File: src/rtl/bresenham_line_rasterizer_top_macros.svh
// Assertion macros shared by the rasterizer modules.
`ifndef BRESENHAM_LINE_RASTERIZER_TOP_MACROS_SVH
`define BRESENHAM_LINE_RASTERIZER_TOP_MACROS_SVH

`ifndef SYNTHESIS

`define BLR_ASSERT(lbl, clk, rstn, prop) \
    lbl: assert property (@(posedge clk) disable iff (!rstn) prop) \
        else $error("%m: assertion failed");

`define BLR_ASSERT_NEVER(lbl, clk, rstn, cond) \
    lbl: assert property (@(posedge clk) disable iff (!rstn) !(cond)) \
        else $error("%m: forbidden condition seen");

`else

`define BLR_ASSERT(lbl, clk, rstn, prop)

`define BLR_ASSERT_NEVER(lbl, clk, rstn, cond)

`endif

`endif

File: src/rtl/blr_pkg.sv
`default_nettype none

package blr_pkg;

    localparam int C_COORD_BITS = 9;
    localparam int C_COLOUR_BITS = 16;
    localparam int C_ADDR_BITS = 32;
    localparam int C_ERR_BITS = C_COORD_BITS + 2;

    // Command queue between the front and the back.
    localparam int C_Q_DEPTH = 2;
    localparam int C_Q_PTR_BITS = (C_Q_DEPTH > 1) ? $clog2(C_Q_DEPTH) : 1;
    localparam int C_Q_CNT_BITS = $clog2(C_Q_DEPTH + 1);

    // Configuration space.
    localparam int C_PADDR_BITS = 3;
    localparam logic [C_PADDR_BITS-1:0] C_ADDR_FRAME_BASE = 3'd0;
    localparam logic [C_ADDR_BITS-1:0] C_FRAME_BASE_RESET = 32'hC800_0000;

    typedef enum logic {
        OP_START   = 1'b0,
        OP_ADVANCE = 1'b1
    } t_op;

    typedef struct packed {
        t_op                      op;
        logic [C_COORD_BITS-1:0]  x_start;
        logic [C_COORD_BITS-1:0]  y_start;
        logic [C_COORD_BITS-1:0]  x_end;
        logic [C_COORD_BITS-1:0]  y_end;
        logic [C_COLOUR_BITS-1:0] colour_in;
    } t_in_item;

    typedef struct packed {
        logic [C_COORD_BITS-1:0]  pixel_x;
        logic [C_COORD_BITS-1:0]  pixel_y;
        logic [C_ADDR_BITS-1:0]   pixel_address;
        logic [C_COLOUR_BITS-1:0] colour_out;
        logic                     last;
    } t_out_item;

    // A classified command: a prepared line set-up, or an advance request.
    typedef struct packed {
        t_op                      op;
        logic                     steep;
        logic [C_COORD_BITS-1:0]  major_pos;
        logic [C_COORD_BITS-1:0]  major_stop;
        logic [C_COORD_BITS-1:0]  minor_pos;
        logic                     minor_down;
        logic [C_COORD_BITS-1:0]  delta_major;
        logic [C_COORD_BITS-1:0]  delta_minor;
        logic signed [C_ERR_BITS-1:0] error_init;
        logic [C_COLOUR_BITS-1:0] colour;
    } t_cmd;

    // Occupancy flags of the command queue.
    typedef struct packed {
        logic full;
        logic empty;
    } t_q_status;

endpackage

`default_nettype wire

File: src/rtl/blr_front.sv
`default_nettype none

// Classifies incoming items and prepares the Bresenham set-up for start items.
module blr_front (
    input  wire blr_pkg::t_in_item i_item,
    output blr_pkg::t_cmd          o_cmd
);

    localparam int CB = blr_pkg::C_COORD_BITS;

    logic [CB-1:0] dx;
    logic [CB-1:0] dy;
    logic          steep;
    logic [CB-1:0] a0;
    logic [CB-1:0] b0;
    logic [CB-1:0] a1;
    logic [CB-1:0] b1;
    logic          swap_ends;
    logic [CB-1:0] maj_lo;
    logic [CB-1:0] maj_hi;
    logic [CB-1:0] min_lo;
    logic [CB-1:0] min_hi;
    logic [CB-1:0] d_major;
    logic [CB-1:0] d_minor;
    logic [CB+1:0] half_major;

    always_comb begin
        dx = (i_item.x_start > i_item.x_end) ? (i_item.x_start - i_item.x_end)
                                             : (i_item.x_end - i_item.x_start);
        dy = (i_item.y_start > i_item.y_end) ? (i_item.y_start - i_item.y_end)
                                             : (i_item.y_end - i_item.y_start);
        steep = (dy > dx);

        if (steep) begin
            a0 = i_item.y_start;
            b0 = i_item.x_start;
            a1 = i_item.y_end;
            b1 = i_item.x_end;
        end else begin
            a0 = i_item.x_start;
            b0 = i_item.y_start;
            a1 = i_item.x_end;
            b1 = i_item.y_end;
        end

        // Walk the major axis upwards.
        swap_ends = (a0 > a1);
        maj_lo = swap_ends ? a1 : a0;
        maj_hi = swap_ends ? a0 : a1;
        min_lo = swap_ends ? b1 : b0;
        min_hi = swap_ends ? b0 : b1;

        d_major = steep ? dy : dx;
        d_minor = steep ? dx : dy;
        half_major = {3'b000, d_major[CB-1:1]};

        o_cmd.op          = i_item.op;
        o_cmd.steep       = steep;
        o_cmd.major_pos   = maj_lo;
        o_cmd.major_stop  = maj_hi;
        o_cmd.minor_pos   = min_lo;
        o_cmd.minor_down  = (min_lo > min_hi);
        o_cmd.delta_major = d_major;
        o_cmd.delta_minor = d_minor;
        o_cmd.error_init  = signed'(-half_major);
        o_cmd.colour      = i_item.colour_in;
    end

endmodule

`default_nettype wire

File: src/rtl/blr_queue.sv
`default_nettype none

`include "bresenham_line_rasterizer_top_macros.svh"

// Short command queue that decouples the front from the back.
module blr_queue (
    input  wire                   i_clk,
    input  wire                   i_rst_n,
    input  wire                   i_wr_en,
    input  wire blr_pkg::t_cmd    i_wr_data,
    input  wire                   i_rd_en,
    output blr_pkg::t_cmd         o_rd_data,
    output blr_pkg::t_q_status    o_status
);

    localparam int D  = blr_pkg::C_Q_DEPTH;
    localparam int PB = blr_pkg::C_Q_PTR_BITS;
    localparam int CB = blr_pkg::C_Q_CNT_BITS;
    localparam logic [PB-1:0] LAST_PTR = PB'(D - 1);
    localparam logic [CB-1:0] FULL_CNT = CB'(D);

    blr_pkg::t_cmd r_mem [D];
    logic [PB-1:0] r_wr_ptr;
    logic [PB-1:0] n_wr_ptr;
    logic [PB-1:0] r_rd_ptr;
    logic [PB-1:0] n_rd_ptr;
    logic [CB-1:0] r_count;
    logic [CB-1:0] n_count;

    always_comb begin
        n_wr_ptr = r_wr_ptr;
        n_rd_ptr = r_rd_ptr;
        n_count  = r_count;
        if (i_wr_en) begin
            n_wr_ptr = (r_wr_ptr == LAST_PTR) ? '0 : r_wr_ptr + 1'b1;
        end
        if (i_rd_en) begin
            n_rd_ptr = (r_rd_ptr == LAST_PTR) ? '0 : r_rd_ptr + 1'b1;
        end
        if (i_wr_en && !i_rd_en) begin
            n_count = r_count + 1'b1;
        end else if (!i_wr_en && i_rd_en) begin
            n_count = r_count - 1'b1;
        end
    end

    always_ff @(posedge i_clk) begin
        if (!i_rst_n) begin
            r_wr_ptr <= '0;
            r_rd_ptr <= '0;
            r_count  <= '0;
        end else begin
            r_wr_ptr <= n_wr_ptr;
            r_rd_ptr <= n_rd_ptr;
            r_count  <= n_count;
        end
    end

    always_ff @(posedge i_clk) begin
        if (i_wr_en) begin
            r_mem[r_wr_ptr] <= i_wr_data;
        end
    end

    assign o_rd_data       = r_mem[r_rd_ptr];
    assign o_status.full   = (r_count == FULL_CNT);
    assign o_status.empty  = (r_count == '0);

    `BLR_ASSERT_NEVER(a_q_overflow, i_clk, i_rst_n, i_wr_en && !i_rd_en && (r_count == FULL_CNT))
    `BLR_ASSERT_NEVER(a_q_underflow, i_clk, i_rst_n, i_rd_en && (r_count == '0))

endmodule

`default_nettype wire

File: src/rtl/blr_back.sv
`default_nettype none

`include "bresenham_line_rasterizer_top_macros.svh"

// Holds the line being drawn and turns advance commands into pixels.
module blr_back #(
    parameter int ROW_SHIFT = 10
) (
    input  wire                      i_clk,
    input  wire                      i_rst_n,
    input  wire blr_pkg::t_q_status  i_q_status,
    input  wire blr_pkg::t_cmd       i_cmd,
    output logic                     o_cmd_take,
    input  wire [31:0]               i_frame_base,
    input  wire                      i_pop,
    output blr_pkg::t_out_item       o_item,
    output logic                     o_empty
);

    localparam int CB = blr_pkg::C_COORD_BITS;
    localparam int EB = blr_pkg::C_ERR_BITS;
    localparam int AB = blr_pkg::C_ADDR_BITS;

    logic                   r_busy;
    logic                   n_busy;
    logic                   r_steep;
    logic                   n_steep;
    logic [CB-1:0]          r_major_pos;
    logic [CB-1:0]          n_major_pos;
    logic [CB-1:0]          r_major_stop;
    logic [CB-1:0]          n_major_stop;
    logic [CB-1:0]          r_minor_pos;
    logic [CB-1:0]          n_minor_pos;
    logic                   r_minor_down;
    logic                   n_minor_down;
    logic [CB-1:0]          r_delta_major;
    logic [CB-1:0]          n_delta_major;
    logic [CB-1:0]          r_delta_minor;
    logic [CB-1:0]          n_delta_minor;
    logic signed [EB-1:0]   r_error;
    logic signed [EB-1:0]   n_error;
    logic [15:0]            r_colour;
    logic [15:0]            n_colour;
    logic                   r_out_valid;
    logic                   n_out_valid;
    blr_pkg::t_out_item     r_out;
    blr_pkg::t_out_item     n_out;

    logic                   slot_free;
    logic                   emit;
    logic                   is_last;
    logic [CB-1:0]          px;
    logic [CB-1:0]          py;
    logic [AB-1:0]          row_term;
    logic [AB-1:0]          col_term;
    logic signed [EB-1:0]   err_add;

    always_comb begin
        slot_free  = !r_out_valid || i_pop;
        o_cmd_take = slot_free && !i_q_status.empty;
        emit       = o_cmd_take && (i_cmd.op == blr_pkg::OP_ADVANCE) && r_busy;

        px       = r_steep ? r_minor_pos : r_major_pos;
        py       = r_steep ? r_major_pos : r_minor_pos;
        is_last  = (r_major_pos == r_major_stop);
        row_term = AB'({{AB{1'b0}}, py} << ROW_SHIFT);
        col_term = {{(AB - CB - 1){1'b0}}, px, 1'b0};
        err_add  = r_error + signed'({2'b00, r_delta_minor});

        n_busy        = r_busy;
        n_steep       = r_steep;
        n_major_pos   = r_major_pos;
        n_major_stop  = r_major_stop;
        n_minor_pos   = r_minor_pos;
        n_minor_down  = r_minor_down;
        n_delta_major = r_delta_major;
        n_delta_minor = r_delta_minor;
        n_error       = r_error;
        n_colour      = r_colour;
        n_out         = r_out;
        n_out_valid   = r_out_valid && !i_pop;

        if (o_cmd_take && (i_cmd.op == blr_pkg::OP_START)) begin
            n_busy        = 1'b1;
            n_steep       = i_cmd.steep;
            n_major_pos   = i_cmd.major_pos;
            n_major_stop  = i_cmd.major_stop;
            n_minor_pos   = i_cmd.minor_pos;
            n_minor_down  = i_cmd.minor_down;
            n_delta_major = i_cmd.delta_major;
            n_delta_minor = i_cmd.delta_minor;
            n_error       = i_cmd.error_init;
            n_colour      = i_cmd.colour;
        end else if (emit) begin
            n_out.pixel_x       = px;
            n_out.pixel_y       = py;
            n_out.pixel_address = i_frame_base + row_term + col_term;
            n_out.colour_out    = r_colour;
            n_out.last          = is_last;
            n_out_valid         = 1'b1;
            if (is_last) begin
                n_busy = 1'b0;
            end else begin
                n_major_pos = r_major_pos + 1'b1;
                if (err_add >= 0) begin
                    n_minor_pos = r_minor_down ? (r_minor_pos - 1'b1) : (r_minor_pos + 1'b1);
                    n_error     = err_add - signed'({2'b00, r_delta_major});
                end else begin
                    n_error = err_add;
                end
            end
        end
    end

    always_ff @(posedge i_clk) begin
        if (!i_rst_n) begin
            r_busy      <= 1'b0;
            r_out_valid <= 1'b0;
        end else begin
            r_busy      <= n_busy;
            r_out_valid <= n_out_valid;
        end
    end

    always_ff @(posedge i_clk) begin
        r_steep       <= n_steep;
        r_major_pos   <= n_major_pos;
        r_major_stop  <= n_major_stop;
        r_minor_pos   <= n_minor_pos;
        r_minor_down  <= n_minor_down;
        r_delta_major <= n_delta_major;
        r_delta_minor <= n_delta_minor;
        r_error       <= n_error;
        r_colour      <= n_colour;
        r_out         <= n_out;
    end

    assign o_item  = r_out;
    assign o_empty = !r_out_valid;

    `BLR_ASSERT(a_out_held, i_clk, i_rst_n, (r_out_valid && !i_pop) |=> r_out_valid)
    `BLR_ASSERT(a_last_ends_line, i_clk, i_rst_n, (emit && is_last) |=> !r_busy)

endmodule

`default_nettype wire

File: src/rtl/bresenham_line_rasterizer_top.sv
`default_nettype none

// Channel  | Direction | Handshake            | Payload
// ---------+-----------+----------------------+--------------------------------------
// item in  | input     | push / full          | i_item (op, endpoints, colour)
// pixel out| output    | pop / empty          | o_item (x, y, address, colour, last)
// config   | input     | psel/penable/pready  | paddr, pwdata, prdata (frame_base)
//
// One item can be transferred in every cycle while full is low, and one pixel out in every
// cycle while advances are queued and pixels are popped; the back end does one error add,
// one compare and one subtract per advance, and registers each advance's pixel for output.
// Reset is synchronous and active low; it empties the queue, drops any line in
// progress and sets frame_base to 0xC8000000.
// full rises only when both queue entries are held, which happens only while a result waits.
module bresenham_line_rasterizer_top #(
    parameter int ROW_SHIFT = 10
) (
    input  wire                                  i_clk,
    input  wire                                  i_rst_n,
    input  wire                                  push,
    output logic                                 full,
    input  wire blr_pkg::t_in_item               i_item,
    output logic                                 empty,
    input  wire                                  pop,
    output blr_pkg::t_out_item                   o_item,
    input  wire                                  psel,
    input  wire                                  penable,
    input  wire                                  pwrite,
    input  wire [blr_pkg::C_PADDR_BITS-1:0]      paddr,
    input  wire [31:0]                           pwdata,
    output logic [31:0]                          prdata,
    output logic                                 pready
);

    // The frame base is the only configuration register.
    logic [31:0] r_frame_base;
    logic        cfg_write;

    // Front end: every transfer is classified and, for a start, the line set-up
    // (steepness, end ordering, deltas and initial error) is prepared here.
    blr_pkg::t_cmd      front_cmd;
    blr_pkg::t_cmd      queue_cmd;
    blr_pkg::t_q_status q_status;
    logic               q_write;
    logic               q_take;

    assign pready    = 1'b1;
    assign cfg_write = psel && penable && pwrite && pready;

    always_ff @(posedge i_clk) begin
        if (!i_rst_n) begin
            r_frame_base <= blr_pkg::C_FRAME_BASE_RESET;
        end else if (cfg_write && (paddr == blr_pkg::C_ADDR_FRAME_BASE)) begin
            r_frame_base <= pwdata;
        end
    end

    always_comb begin
        if (paddr == blr_pkg::C_ADDR_FRAME_BASE) begin
            prdata = r_frame_base;
        end else begin
            prdata = '0;
        end
    end

    assign full    = q_status.full;
    assign q_write = push && !q_status.full;

    blr_front u_front (
        .i_item (i_item),
        .o_cmd  (front_cmd)
    );

    // The queue lets the front keep taking items while the back waits for the
    // consumer to take a pixel.
    blr_queue u_queue (
        .i_clk     (i_clk),
        .i_rst_n   (i_rst_n),
        .i_wr_en   (q_write),
        .i_wr_data (front_cmd),
        .i_rd_en   (q_take),
        .o_rd_data (queue_cmd),
        .o_status  (q_status)
    );

    // Back end: owns the line state; an advance while no line is active is
    // consumed silently, and a start always replaces the current line.
    blr_back #(
        .ROW_SHIFT (ROW_SHIFT)
    ) u_back (
        .i_clk        (i_clk),
        .i_rst_n      (i_rst_n),
        .i_q_status   (q_status),
        .i_cmd        (queue_cmd),
        .o_cmd_take   (q_take),
        .i_frame_base (r_frame_base),
        .i_pop        (pop),
        .o_item       (o_item),
        .o_empty      (empty)
    );

endmodule

`default_nettype wire
File: config.mk
export PLATFORM = sky130hd
export DESIGN_NAME = bresenham_line_rasterizer_top
export DESIGN_NICKNAME = d
export VERILOG_FILES = /design/src/rtl/blr_pkg.sv /design/src/rtl/blr_front.sv /design/src/rtl/blr_queue.sv /design/src/rtl/blr_back.sv /design/src/rtl/bresenham_line_rasterizer_top.sv
export VERILOG_INCLUDE_DIRS = /design/src /design/src/rtl
export SDC_FILE = /design/constraint.sdc
export NUM_CORES = 1
export LEC_CHECK = 0
export BUFFER_PORTS_ARGS = -buffer_cell sky130_fd_sc_hd__buf_4
export CAP_MARGIN = 30
export CORE_ASPECT_RATIO = 0.5
export CORE_MARGIN = 1
export CORE_UTILIZATION = 56
export CTS_BUF_LIST = sky130_fd_sc_hd__clkbuf_16
export DETAILED_ROUTE_END_ITERATION = 10
export PLACE_DENSITY_LB_ADDON = 0.12
export SYNTH_ARGS = -nofsm -noshare
export SYNTH_HDL_FRONTEND = slang
export SYNTH_SLANG_ARGS = --single-unit
File: constraint.sdc
create_clock -name i_clk -period 10.5 [get_ports i_clk]
set_input_delay 1.575 -clock i_clk [delete_from_list [all_inputs] [get_ports i_clk]]
set_output_delay 1.575 -clock i_clk [all_outputs]
set_load 0.005 [all_outputs]
==> results.yml <==
cells_and_area:
  fillers: 2321
  layout-drive-gt1-share: 0.212
  stdcell_count: 2089
  fin_area_um2: 20500
  register_area_um2: 9460
  area_growth_pct: 16.2
  multiInputGateArea_um2: 7570
  antenna_cells: 0
  nNetsFinal: 1852
clock_network:
  postCtsSetupBuffers: 0
  clock-root-buffer: "clkbuf_16"
  cts_hold_buf: 0
  clk_latency_ns: 0.56
  clock-sinks: 328
  cts_buffers: 29
  clockBufferDepth: 3
  htreeDepth: 1
  cts_tree: "yes"
  clk_pin_slew_ns: 0.07
critical_path:
  r2r-end: "u_back.o_item[43]"
  cp.required_ns: 10.77
  worst_path_max_delay_cell: "o32ai_4"
  cp-startpoint: "i_item[31]"
  arrival_ns: 10.10
  startpoint_type: "input pin"
  timing.rr.start: "u_back.r_steep"
  r2r_setup_slack_ns: 6.27
  crit_fanout: 17
  end_kind: "register"
  crit_path_max_incr_delay_ns: 0.41
  worst-setup-path-type: "in -> reg"
  critPathMostFrequentCell: "o21a_1"
  crit_end: "u_queue.r_mem[1][45]"
  rr_worst_depth: 13
synthesis:
  synthXorXnorAreaFrac: 0.0398
  yosysSeqAreaShare: 0.537
  ys_top_cells_by_area: "edfxtp_1, ha_1, mux2i_1, mux2_2, dfxtp_1"
  synth_compound_area_frac: 0.0978
  synth_mux_area_frac: 0.112
  synthAdderAreaFrac: 0.0842
  synth-seq-cells: 328
  yosysWarnings: 0
  ys_async_sr_fraction: 0
  synth_cell_types: 71
  synth_top_family_by_area: "multiplexers"
  synthCells: 1446
  synth_top_area_frac: 0.493
  netlist_area_um2: 17600
  synth-simple-area-share: 0.0935
  syn-num-nets: 1654
  synth_top_area_cell: "edfxtp_1"
  avgSynthCellArea_um2: 12.2
  synth_ff_type: "edfxtp_1"
  synth_edf_count: 289
sta:
  hold_viol: 0
  drv_slew: 0
  rsz0062_at_grt: "false"
  setup_violations: 0
  min_period_ns: 9.83
  maxSlewHeadroom: 0.361
  post-route-period-util: 0.936
  finClkSkew_ns: 0.0130
  tightest_slew_ns: 0.958
  fmax_mhz: 102
  setup_tns_ns: 0
power_and_ir_drop:
  leakagePower_uw: 0.00830
  power.density_nw_per_um2: 285
  peakVddDrop_v: 0.000153
route:
  vias: 11600
  drc_errors: 0
  drtAntennaViolNets: 0
  dr.pass1.iters: 5
  viasPerCell: 5.56
  drt_wl_total_mm: 39.3
  wire_per_inst_um: 18.8
  drt_first_iter_violations: 738
floorplan:
  num_rows: 45
  die_area_um2: 32200
  die_w_um: 253
  die_h_um: 127
  pin_count: 197
  fp.coreArea_um2: 30600
  start_util: 0.575
flow_run:
  maxCapViolCount: 0
place:
  gp_congestion: 0.905
  place_hpwl_mm: 29.2
  placed_area_um2: 19600
  placed_cells: 2035
  io_buffers: 195
grt:
  grt_pass1_wl_mm: 61.1
  grt_usage: 0.245
  grt_pass1_vias: 11300
  antenna_found_initial: 1
  grt_remaining_overflow: 0
  grt_max_degree: 72
run_status:
  status: "complete, no violations"
worst_hold_path:
  holdCritPathClass: "reg -> reg"
-- state kept, by name (all words and copies together) (netlist names), named ones only --
signal	cells
u_back.r_busy	1
r_frame_base	32
u_queue.r_wr_ptr	1
u_back.r_error	11
u_back.r_minor_down	1
u_queue.r_mem	148
u_queue.r_rd_ptr	1
u_back.r_major_stop	9
u_back.o_item	67
u_queue.r_count	2
u_back.r_colour	16
u_back.r_steep	1
u_back.r_minor_pos	9
u_back.r_delta_minor	9
u_back.r_out_valid	1
u_back.r_delta_major	9
u_back.r_major_pos	9
-- per-stage QoR --
stage               setup slack [ns]  hold WS [ns]   util  power, µW
floorplan                      0.900         0.400      -       4170
global placement               0.470         0.401  0.638       4740
detailed placement            0.0845         0.406  0.638       4830
CTS                            0.663         0.421  0.667       5840
global route                  0.0613         0.429  0.668       6220
finish                         0.672         0.420  0.668       5830
-- final cells by class --
cell class	instances	area share
timing repair buffer	214	0.0798
clock buffer	29	0.0354
tap	423	0.0258
clock inverter	24	0.00807
multi-input combinational	967	0.370
inverter	104	0.0191
sequential	328	0.462
-- metal layers --
layer / GRT usage / wire length (µm) / vias up
met3: 0.0418 / 2360 / 48
met2: 0.401 / 18100 / 330
met5: 0 / 0 / -
li1: - / - / 5644
met1: 0.346 / 18200 / 5586
met4: 0.0478 / 661 / 0
-- layout by cell type, fill, tap and decap left out, drive strengths merged, types with 43 or more instances in the layout --
cell	instances
a21oi	60
inv	107
and2	43
mux2	74
o21ai	49
nand2	122
mux2i	113
xnor2	63
ha	105
buf	214
edfxtp	289
-- synth_stat cells (all sizes together) (2+ instances only) --
library cell    n
a2111oi         2
a211o           2
a211oi         13
a21boi         39
a21o           31
a21oi          60
a22o            2
a2bb2oi         2
a31oi           3
a41oi           2
and2           43
and3           10
and4            2
buf            14
clkbuf         33
dfxtp          39
edfxtp        289
fa              8
ha            105
inv           104
mux2           74
mux2i         113
nand2         122
nand2b         13
nand3          26
nand3b          4
nand4          14
nand4b          2
nor2           40
nor2b          24
nor3           11
nor3b           2
o2111ai         2
o211ai          9
o21a           21
o21ai          49
o21bai          8
o22ai           2
or2             6
or3             6
xnor2          63
xor2           17
-- repair_timing --
action | in CTS | in global routing
endpoints found under the hold margin | 0 | 0
resized for setup | 0 | 1
endpoints found under the setup margin | 0 | 2
-- worst min-delay path by stage --
stage,cells after the start,start,slack (ns),to
floorplan,0,u_back.r_colour[9],0.40,u_back.o_item[10]
global placement,0,u_back.r_colour[13],0.40,u_back.o_item[14]
detailed placement,0,u_back.r_colour[1],0.41,u_back.o_item[2]
CTS,0,u_back.r_colour[1],0.42,u_back.o_item[2]
global route,0,u_back.r_colour[15],0.43,u_back.o_item[16]
finish,0,u_back.r_colour[11],0.42,u_back.o_item[12]
-- worst max-delay path, delay by kind of cell --
kind	cells	cell delay, ns
adders and majority gates	4	1.27
muxes	3	0.97
AOI/OAI and AO/OA	21	3.92
xor gates and xnor gates	1	0.26
and+or+nand+nor	7	1.48
buffers and inverters	4	0.59
-- power breakdown --
| group | internal (µW) | total (µW) | leakage [µW] | switching, µW |
|---|---|---|---|---|
| logic | 1170 | 2700 | 0.00488 | 1530 |
| clock network | 551 | 1000 | 0.000447 | 454 |
| registers | 1990 | 2130 | 0.00297 | 146 |
-- cells by family after synthesis --
group           count (synthesis)
buf+inv                       151
mux                           187
xor+xnor                       80
compound gates                256
fa+ha+maj                     114
flops                         328
other cells                     1
simple gates                  329
(Power assumes the default switching activity.)
